File: config.mk
export PLATFORM = sky130hd
export DESIGN_NAME = sra_out_buf_flat
export DESIGN_NICKNAME = d
export VERILOG_FILES = /design/src/rtl/sra_pkg.sv /design/src/rtl/sra_if.sv /design/src/rtl/sra_out_buf.sv /design/src/flat_wrapper.sv
export SDC_FILE = /design/constraint.sdc
export NUM_CORES = 1
export LEC_CHECK = 0
export ABC_CLOCK_PERIOD_IN_PS = 2029
export BUFFER_PORTS_ARGS = -buffer_cell sky130_fd_sc_hd__clkbuf_2
export CELL_PAD_IN_SITES_DETAIL_PLACEMENT = 1
export CELL_PAD_IN_SITES_GLOBAL_PLACEMENT = 1
export CORE_MARGIN = 2
export CORE_UTILIZATION = 30
export DETAILED_ROUTE_END_ITERATION = 12
export PLACE_DENSITY_LB_ADDON = 0.3
export SKIP_CTS_REPAIR_TIMING = 1
export SLEW_MARGIN = 20
export SYNTH_ARGS = -nofsm -noshare
export SYNTH_HDL_FRONTEND = slang
export SYNTH_SLANG_ARGS = --single-unit
export TNS_END_PERCENT = 10
File: constraint.sdc
create_clock -name clk -period 2.03 [get_ports clk]
set_input_delay 0.3045 -clock clk [delete_from_list [all_inputs] [get_ports clk]]
set_output_delay 0.3045 -clock clk [all_outputs]
set_load 0.05 [all_outputs]
File: src/rtl/sra_pkg.sv
// ----------------------------------------------------------------------------
// sra_pkg
// Shared types and constants of the slot allocator with reuse delay.
// ----------------------------------------------------------------------------
package sra_pkg;

    localparam int CNT_W      = 11;   // cursor and used count
    localparam int SLOT_W     = 10;   // slot number on the ports
    localparam int TIME_W     = 32;
    localparam int DLY_W      = 16;
    localparam int CLI_W      = 8;
    localparam int BODY_W     = 6;
    localparam int MODE_W     = 2;
    localparam int STAT_W     = 3;
    localparam int CFG_IDX_W  = 3;
    localparam int CFG_DATA_W = 16;
    localparam int ENTRY_W    = 1 + TIME_W;

    // config reset values
    localparam logic [CLI_W-1:0]  RST_CLIENT_SLOTS = 8'd8;
    localparam logic [BODY_W-1:0] RST_BODY_SLOTS   = 6'd8;
    localparam logic [CNT_W-1:0]  RST_SLOT_LIMIT   = 11'd1024;
    localparam logic [DLY_W-1:0]  RST_REUSE_DELAY  = 16'd500;
    localparam logic [DLY_W-1:0]  RST_EARLY_WINDOW = 16'd2000;

    // bookkeeping reset values, taken from the reset client count
    localparam logic [CNT_W-1:0]  RST_USED_COUNT   = 11'd9;
    localparam logic [CNT_W-1:0]  RST_CURSOR       = 11'd8;

    typedef enum logic [MODE_W-1:0] {
        MODE_ALLOC    = 2'd0,
        MODE_FREE     = 2'd1,
        MODE_BOOKMARK = 2'd2,
        MODE_UNUSED   = 2'd3
    } mode_t;

    typedef enum logic [STAT_W-1:0] {
        ST_ALLOC   = 3'd0,
        ST_FREED   = 3'd1,
        ST_IGNORED = 3'd2,
        ST_FULL    = 3'd3,
        ST_RESET   = 3'd4
    } status_t;

    typedef enum logic [CFG_IDX_W-1:0] {
        CFG_CLIENT_SLOTS = 3'd0,
        CFG_BODY_SLOTS   = 3'd1,
        CFG_SLOT_LIMIT   = 3'd2,
        CFG_REUSE_DELAY  = 3'd3,
        CFG_EARLY_WINDOW = 3'd4
    } cfg_idx_t;

    typedef enum logic [2:0] {
        S_CLEAR,
        S_IDLE,
        S_ALLOC,
        S_SCAN,
        S_GROW,
        S_FREE,
        S_FINISH
    } state_t;

    typedef struct packed {
        logic [SLOT_W-1:0] slot;
        status_t           status;
    } result_t;

    typedef struct packed {
        logic              used;
        logic [TIME_W-1:0] stamp;
    } entry_t;

endpackage

File: src/rtl/sra_if.sv


interface sra_rsp_if;
    import sra_pkg::*;

    logic                valid;
    logic                ready;
    logic [SLOT_W-1:0]   slot_index_out;
    logic [STAT_W-1:0]   status;

    modport source (output valid, output slot_index_out, output status,
                    input ready);
    modport sink   (input valid, input slot_index_out, input status,
                    output ready);
endinterface


File: src/rtl/sra_out_buf.sv
// ----------------------------------------------------------------------------
// sra_out_buf
// One-entry response register between the allocator core and the response
// channel; the core can take the next request while a response waits.
// ----------------------------------------------------------------------------
module sra_out_buf (
    input  logic             clk,
    input  logic             rst_n,
    input  logic             push,
    input  sra_pkg::result_t push_res,
    output logic             push_ready,
    sra_rsp_if.source        rsp
);
    import sra_pkg::*;

    logic    full_reg;
    logic    full_next;
    result_t data_reg;

    assign push_ready = !full_reg || rsp.ready;
    assign full_next  = push || (full_reg && !rsp.ready);

    always_ff @(posedge clk or negedge rst_n)
    begin
        if (!rst_n)
        begin
            full_reg <= 1'b0;
        end
        else
        begin
            full_reg <= full_next;
        end
    end

    always_ff @(posedge clk)
    begin
        if (push && push_ready)
        begin
            data_reg <= push_res;
        end
    end

    assign rsp.valid          = full_reg;
    assign rsp.slot_index_out = data_reg.slot;
    assign rsp.status         = data_reg.status;

    // a stalled response keeps its valid and its payload
    a_hold_valid: assert property (@(posedge clk) disable iff (!rst_n)
        (full_reg && !rsp.ready) |=> full_reg)
        else $error("response dropped while stalled");

    a_hold_data: assert property (@(posedge clk) disable iff (!rst_n)
        (full_reg && !rsp.ready) |=> $stable(data_reg))
        else $error("response payload changed while stalled");

    a_push_lands: assert property (@(posedge clk) disable iff (!rst_n)
        (push && push_ready) |=> full_reg)
        else $error("pushed response not held");

endmodule

File: src/flat_wrapper.sv
// flat-port wrapper written by rule: the top's interface ports become plain ports
module sra_out_buf_flat import sra_pkg::*;
  (clk, rst_n, push, push_res, push_ready, rsp_valid, rsp_slot_index_out, rsp_status, rsp_ready);
  sra_rsp_if rsp_i ();
  input  logic clk;
  input  logic rst_n;
  input  logic push;
  input  sra_pkg::result_t push_res;
  output logic push_ready;
  output wire logic [$bits(rsp_i.valid)-1:0] rsp_valid;
  output wire logic [$bits(rsp_i.slot_index_out)-1:0] rsp_slot_index_out;
  output wire logic [$bits(rsp_i.status)-1:0] rsp_status;
  input wire logic [$bits(rsp_i.ready)-1:0] rsp_ready;
  assign rsp_valid = rsp_i.valid;
  assign rsp_slot_index_out = rsp_i.slot_index_out;
  assign rsp_status = rsp_i.status;
  assign rsp_i.ready = rsp_ready;
  sra_out_buf u_core (.clk(clk), .rst_n(rst_n), .push(push), .push_res(push_res), .push_ready(push_ready), .rsp(rsp_i));
endmodule
# == Word-level counts from Yosys, hierarchy flattened ==
# Index checks and enable logic that the tools add are counted.
# W data, S select, Z words.
# classes
n_reduce_logical,6
# ops
cell,count
$logic_and A1 B1 Y1,2
$logic_not A1 Y1,2
$logic_or A1 B1 Y1,2
# totals
ff_bits,14
elab_cells,9

# == Longest topological paths before layout ==
# Gate-level depths: netlist of the first run.
# depth
word_depth,3
mapped_depth,2

# == Least setup slack after synthesis of the first run ==
# No wires, ideal clock.
# synth_path
path_type,register to register
from,register u_core.full_reg (netlist: u_core.rsp.valid)
to,"register u_core.data_reg, in the netlist u_core.rsp.slot_index_out[0], enable pin"
setup_ns,0.308
arrival_ns,1.083
setup_slack_ns,0.640
stages_incl_launch_ff,3
path_buffers,0
synth_period_minus_slack_ns,1.390
cell_sequence,dfrtp_1 -> nand2b_4 -> and2_4
# synth_via
elab_chain_cells,3
# synth_rtl
item,line_no,text
start: declaration,sra_out_buf.sv:16,logic full_reg;
start signal: assignment,sra_out_buf.sv:31,full_reg <= full_next;
$logic_not A1 Y1,sra_out_buf.sv:20,assign push_ready = !full_reg || rsp.ready;
$logic_or A1 B1 Y1,sra_out_buf.sv:20,
via push_ready,flat_wrapper.sv:9,output logic push_ready;
$logic_and A1 B1 Y1,sra_out_buf.sv:37,if (push && push_ready)
end signal: assignment,sra_out_buf.sv:39,data_reg <= push_res;
end: declaration,sra_out_buf.sv:18,result_t data_reg;
# The timed path passes the listed nets, and every way through them passes these cells.
# A chain may end at the register's enable or synchronous reset.

# == Worst setup path after layout of the first run ==
# layout_path
from,register u_core.full_reg (netlist: u_core.rsp.valid)
to,output port push_ready
# layout_via
elab_chain_cells,2
# layout_rtl
item,line_no
$logic_not A1 Y1,sra_out_buf.sv:20
$logic_or A1 B1 Y1,sra_out_buf.sv:20
end: declaration,flat_wrapper.sv:9
# No other way between the ends.

==> flow_metrics.tcl, run 1 <==
set metrics [dict create \
    tritoncts "done" \
    ys_warn_count 0 \
    final_cell_area_um2 654 \
    clk_transition_reported_paths_ps 80 \
    antenna_found_initial 0 \
    max_stage_delay_ps 410 \
    port_buffers 31 \
    max-cap-violations 0 \
    global_route_wire_length_before_repair_um 1500 \
    design_power_total_mw 0.594 \
    areaGrowthSynthToFinish_pct 47.3 \
    setup_violations 0 \
    pre_cts_slack_ps 950 \
    insertedDiodeCount 0 \
    max_freq_mhz 749 \
    regToRegStartpoint "u_core.rsp.valid" \
    whs_path_depth 1 \
    routed-via-count 288 \
    clkLatencyLatePin_ps 270 \
    dieArea_um2 1800 \
    num_io_pins 32 \
    critical_path_arrival_ps 1030 \
    leakagePower_nw 0.299 \
    crit_fanout 3 \
    largest_net_degree_at_the_start_of_global_routing 14 \
    routabilityCongestion 0.664 \
    crit_path_cell_trace "nand2b_4, clkbuf_2" \
    peak_supply_drop_uv 450 \
    placed_area_um2 618 \
    finalMaxSlewViolations 0 \
    min_delay_worst_endpoint "u_core.rsp.slot_index_out[9]" \
    clock-root-buffer "clkbuf_4" \
    cts_htree_levels 1 \
    via_per_inst 4.24 \
    post_synth.cell_area_avg_um2 26.1 \
    wire_per_inst_um 12.9 \
    timing.clock.skew_ps 8.97 \
    regToRegSetupSlack_ps 990 \
    worstHoldStart "push_res[12]" \
    grt_setup_unrepaired "false" \
    die_w_um 42.5 \
    antenna_violating_nets_post_route 0 \
    initial_utilization_pct 32.9 \
    synth_area_um2 444 \
    crit_path_end_kind "output port" \
    clock_tree.buffer_depth 2 \
    setup.worst_path.start_class "flop" \
    worst_ep_required_time_ps 1730 \
    r2r_end "u_core.rsp.slot_index_out[0]" \
    detailed_place_hpwl_um 736 \
    final_hold_violation_count 0 \
    r2r_cells 2 \
    clock_sinks 14 \
    slew-limit-headroom_pct 81.2 \
    critPathTopFamily "flip-flops" \
    sequential_fraction_of_the_synthesis_area_pct 93.5 \
    holdCritPathClass "input pin to flop" \
    finalWorstSetupSlack_ps 695 \
    final_util_pct 48.5 \
    setup_tns_ps 0 \
    fp.coreArea_um2 1350 \
    critical_path.slowest_cell "dfrtp_1" \
    post_synth_inst_count 17 \
    gr-total-overflow 0 \
    timing_worst_slew_pin_value_ps 284 \
    timing.final.crit_share_pct 65.8 \
    tritoncts.num_buffers 3 \
    grt.total_usage_pct 11.3 \
    finalWorstPathRequiredPeriod_ps 1330 \
    crit_type "flop to output port" \
    cp_num_cells 2 \
    syn-num-nets 34 \
    post-route-drc-count 0 \
    drt-pass1-iter-count 1 \
    first_global_vias 354 \
    layout-drive-gt1-share_pct 67.9 \
    netlist-cell-type-count 5 \
    run_status "complete, no violations" \
    drt_iter0_markers 0 \
    power_per_cell_area_nw_per_um2 908 \
    fin_nets 71 \
    drt_wl_total_um 879 \
    cp.buffers_inverters 1 \
    floorplan.rows 13 \
    die_y_um 42.5 \
    synth.ff_latch_count 14 \
]
-- area by class of cell --
type                    instances  area, um2
repair buffers                 32        165
well taps                      15       18.8
clock inverters                 1       3.75
multi-input cells               3       28.8
flip-flops and latches         14        415
clock buffers                   3       22.5
fillers                       152        696
-- flip-flops by register name, summed over array words and instances, names as in the netlist --
signal / flops
u_core.rsp.slot_index_out: 10
u_core.rsp.status: 3
u_core.rsp.valid: 1
-- logic make-up (layout without fill, tap and decap cells) --
| group | after synthesis | after routing | share of synthesized area [%] |
|---|---|---|---|
| AND/OR/NAND/NOR | 3 | 3 | 6.48 |
| flip-flops | 14 | 14 | 93.5 |
| buffers and inverters | 0 | 36 | 0 |
-- through the flow --
stage               instances  hold slack (ps)
floorplan                  17             8.91
global placement           63             78.8
detailed placement         63             80.4
CTS                        67             -214
global route               68              184
finish                     68              202
-- worst max path at each step --
stage	start	endpoint	slack (ps)
after floorplan	u_core.rsp.valid	u_core.rsp.slot_index_out[0]	640
after global placement	rsp_ready	push_ready	960
after detailed placement	rsp_ready	push_ready	950
after CTS	u_core.rsp.valid	push_ready	680
after global routing	u_core.rsp.valid	push_ready	640
final	u_core.rsp.valid	push_ready	700
-- report_power, final --
part           leakage [nW]  switching [mW]  internal, mW
logic                 0.149          0.0759        0.0265
registers             0.135         0.00510         0.334
clock network        0.0154          0.0818        0.0710
-- placed cells by master, fill, tap and decap left out --
| cell type | n |
|---|---|
| clkbuf_4 | 3 |
| and2_4 | 1 |
| clkbuf_2 | 31 |
| nand2b_1 | 1 |
| clkinv_1 | 1 |
| dfrtp_1 | 1 |
| nand2b_4 | 1 |
| edfxtp_1 | 13 |
| dlygate4sd3_1 | 1 |
-- synth_stat cells, drive strengths merged --
cell type   n  area share, %
dfrtp       1            5.6
nand2b      2            4.5
and2        1            2.0
edfxtp     13             88
-- layer usage --
layer  GRT usage, %  routed length, um  vias to the layer above
li1               -                  -                      137
met1           9.39                310                      134
met2           23.4                519                       17
met3           2.59                 48                        0
met4           5.63                  0                        0
met5              0                  0                        -
(Power assumes the default switching activity.)
==> inputs of run 2 (changes only) <==
Settings changed: ABC_AREA set to 1, ABC_CLOCK_PERIOD_IN_PS 2029 to 1250, CORE_UTILIZATION 30 to 28.
Clock period 2.03 ns to 1.25 ns, I/O delays scaled along.
==> flow_metrics.tcl, run 2 <==
set metrics [dict create \
    netlist_top_cells_count "edfxtp_1 (13), inv_1 (2), nand2_1 (2)" \
    synth_flop_cell "edfxtp_1" \
    areaGrowthSynthToFinish_pct 51.7 \
    min_delay_worst_endpoint "u_core.rsp.slot_index_out[8]" \
    critical_path_arrival_ps 1020 \
    dieArea_um2 1890 \
    first_global_vias 290 \
    port_buffers 31 \
    antenna_violating_nets_post_route 0 \
    gr-total-overflow 0 \
    insertedDiodeCount 0 \
    via_per_inst 4.24 \
    fin_nets 73 \
    die_w_um 43.4 \
    final_std_cells_w_o_fill 71 \
    synth_top_area_share_pct 89.7 \
    fp.coreArea_um2 1490 \
    netlist-cell-type-count 5 \
    post_synth.cell_area_avg_um2 22.9 \
    clock_sinks 14 \
    num_io_pins 32 \
    layout-drive-gt1-share_pct 63.6 \
    cp.buffers_inverters 1 \
    cts_htree_levels 1 \
    layout.cells.most_common "clkbuf_2" \
    grt_setup_unrepaired "false" \
    crit_fanout 3 \
    floorplan.rows 14 \
    crit_path_start "u_core.rsp.valid" \
    holdCritPathClass "input pin to flop" \
    timing.final.crit_share_pct 96.5 \
    power_frac_comb_pct 17.3 \
    critPathTopFamily "flip-flops" \
    r2r_end "u_core.rsp.status[0]" \
    global_route_wire_length_before_repair_um 1320 \
    crit_path_cell_trace "clkbuf_2" \
    drt-pass1-iter-count 2 \
    timing_worst_slew_pin_value_ps 425 \
    power.share.sequential_pct 56.7 \
    critical_path.slowest_cell "dfrtp_1" \
    tritoncts "done" \
    largest_area_contributor_in_the_synthesized_netlist "edfxtp_1" \
    finalMaxSlewViolations 0 \
    number_of_flip_flops_in_the_largest_register 10 \
    routabilityCongestion 0.622 \
    swShare_pct 28.1 \
    layout_common_cells "clkbuf_2 (30), edfxtp_1 (13), clkbuf_4 (3)" \
    run_status "complete, no violations" \
    syn-num-nets 36 \
    drt_iter0_markers 2 \
    post-route-drc-count 0 \
    largest_net_degree_at_the_start_of_global_routing 14 \
    die_y_um 43.4 \
    clock_tree.buffer_depth 2 \
    whs_path_depth 1 \
    worstHoldStart "push_res[11]" \
    clkLatencyLatePin_ps 270 \
    regToRegSetupSlack_ps 80 \
    slew-limit-headroom_pct 71.6 \
    crit_type "flop to output port" \
    post-place-cells 66 \
    leakagePower_nw 0.302 \
    tritoncts.num_buffers 3 \
    detailed_place_hpwl_um 719 \
    clock-root-buffer "clkbuf_4" \
    clk_transition_reported_paths_ps 80 \
    routed-via-count 301 \
    crit_path_end_kind "output port" \
    max-cap-violations 0 \
    antenna_found_initial 0 \
    yosys.cell_count.top_type "edfxtp_1" \
    max_stage_delay_ps 430 \
    async_reset_ff_share_pct 7.14 \
    final_hold_violation_count 0 \
    finalWorstPathRequiredPeriod_ps 1210 \
    synth.ff_latch_count 14 \
    r2r_cells 1 \
    grt.total_usage_pct 10.5 \
    max_freq_mhz 829 \
    synthTopCellsByArea "edfxtp_1 (90%), dfrtp_1 (5.7%), inv_1 (1.7%), nand2_1 (1.7%), a21oi_1 (1.1%)" \
    power_switching_mw 0.273 \
    synth_area_um2 435 \
    internal-power_mw 0.700 \
    post_synth_inst_count 19 \
    ys_warn_count 0 \
    initial_utilization_pct 29.2 \
    peak_supply_drop_uv 550 \
    final_cell_area_um2 661 \
    setup.worst_path.start_class "flop" \
    synth_enable_flop_cells 13 \
    power_per_cell_area_nw_per_um2 1470 \
    sequential_fraction_of_the_synthesis_area_pct 95.4 \
    setup_violations 0 \
    wire_per_inst_um 12.9 \
    regToRegStartpoint "u_core.rsp.valid" \
    worst_ep_required_time_ps 1060 \
    pwr-share-clk_pct 26.0 \
    drt_wl_total_um 916 \
    placed_area_um2 622 \
    timing.clock.skew_ps 2.93 \
]
==> run 2: cells by family (layout without fill, tap and decap cells) <==
group                  after synthesis  in the layout  synth area share, %
AOI/OAI and AO/OA                    1              1                 1.15
and+or+nand+nor                      2              2                 1.72
buffers and inverters                2             38                 1.72
DFF                                 14             14                 95.4
==> run 2: area by class of cell <==
type / instances / area, um2
sequential: 14 / 415
clock buffer: 3 / 22.5
fill: 157 / 828
clock inverter: 1 / 3.75
inverter: 2 / 7.51
multi-input combinational: 3 / 23.8
timing repair buffer: 32 / 168
tap: 16 / 20.0
==> run 2: worst max path at each step <==
stage / endpoint / slack [ps] / cells after the start
2_1_floorplan: u_core.rsp.valid / -80 / 2
3_3_place_gp: u_core.rsp.slot_index_out[1] / 120 / 1
3_5_place_dp: u_core.rsp.slot_index_out[7] / 70 / 1
4_1_cts: push_ready / -30 / 2
5_1_grt: u_core.rsp.slot_index_out[3] / 9 / 1
6_report: rsp_valid / 40 / 1
==> run 2: stage by stage <==
step	hold WS [ps]	utilization (%)	setup WS [ps]	power, mW	TNS, ps
2_1_floorplan	-108	-	-75.6	0.675	-1040
3_3_place_gp	-36.6	41.8	118	0.724	0
3_5_place_dp	-35.1	41.8	67.8	0.729	0
4_1_cts	-333	43.5	-31.3	0.982	-31.3
5_1_grt	56.6	44.4	8.60	1.02	0
6_report	84.4	44.4	43.9	0.972	0
==> run 2: routing by layer <==
layer  global-route usage, %  up-vias  wire [um]
met5                       0        -          0
met4                    7.27        0         10
met3                    3.75        2         82
met2                    16.7       20        485
met1                    11.7      137        338
li1                        -      142          -
==> run 2: power by group through the flow <==
stage | Sequential (mW) | Clock (mW) | Combinational [mW]
finish | 0.552 | 0.253 | 0.168
global route | 0.554 | 0.292 | 0.177
CTS | 0.553 | 0.264 | 0.166
detailed placement | 0.563 | 0 | 0.166
global placement | 0.562 | 0 | 0.163
floorplan | 0.651 | 0 | 0.0238
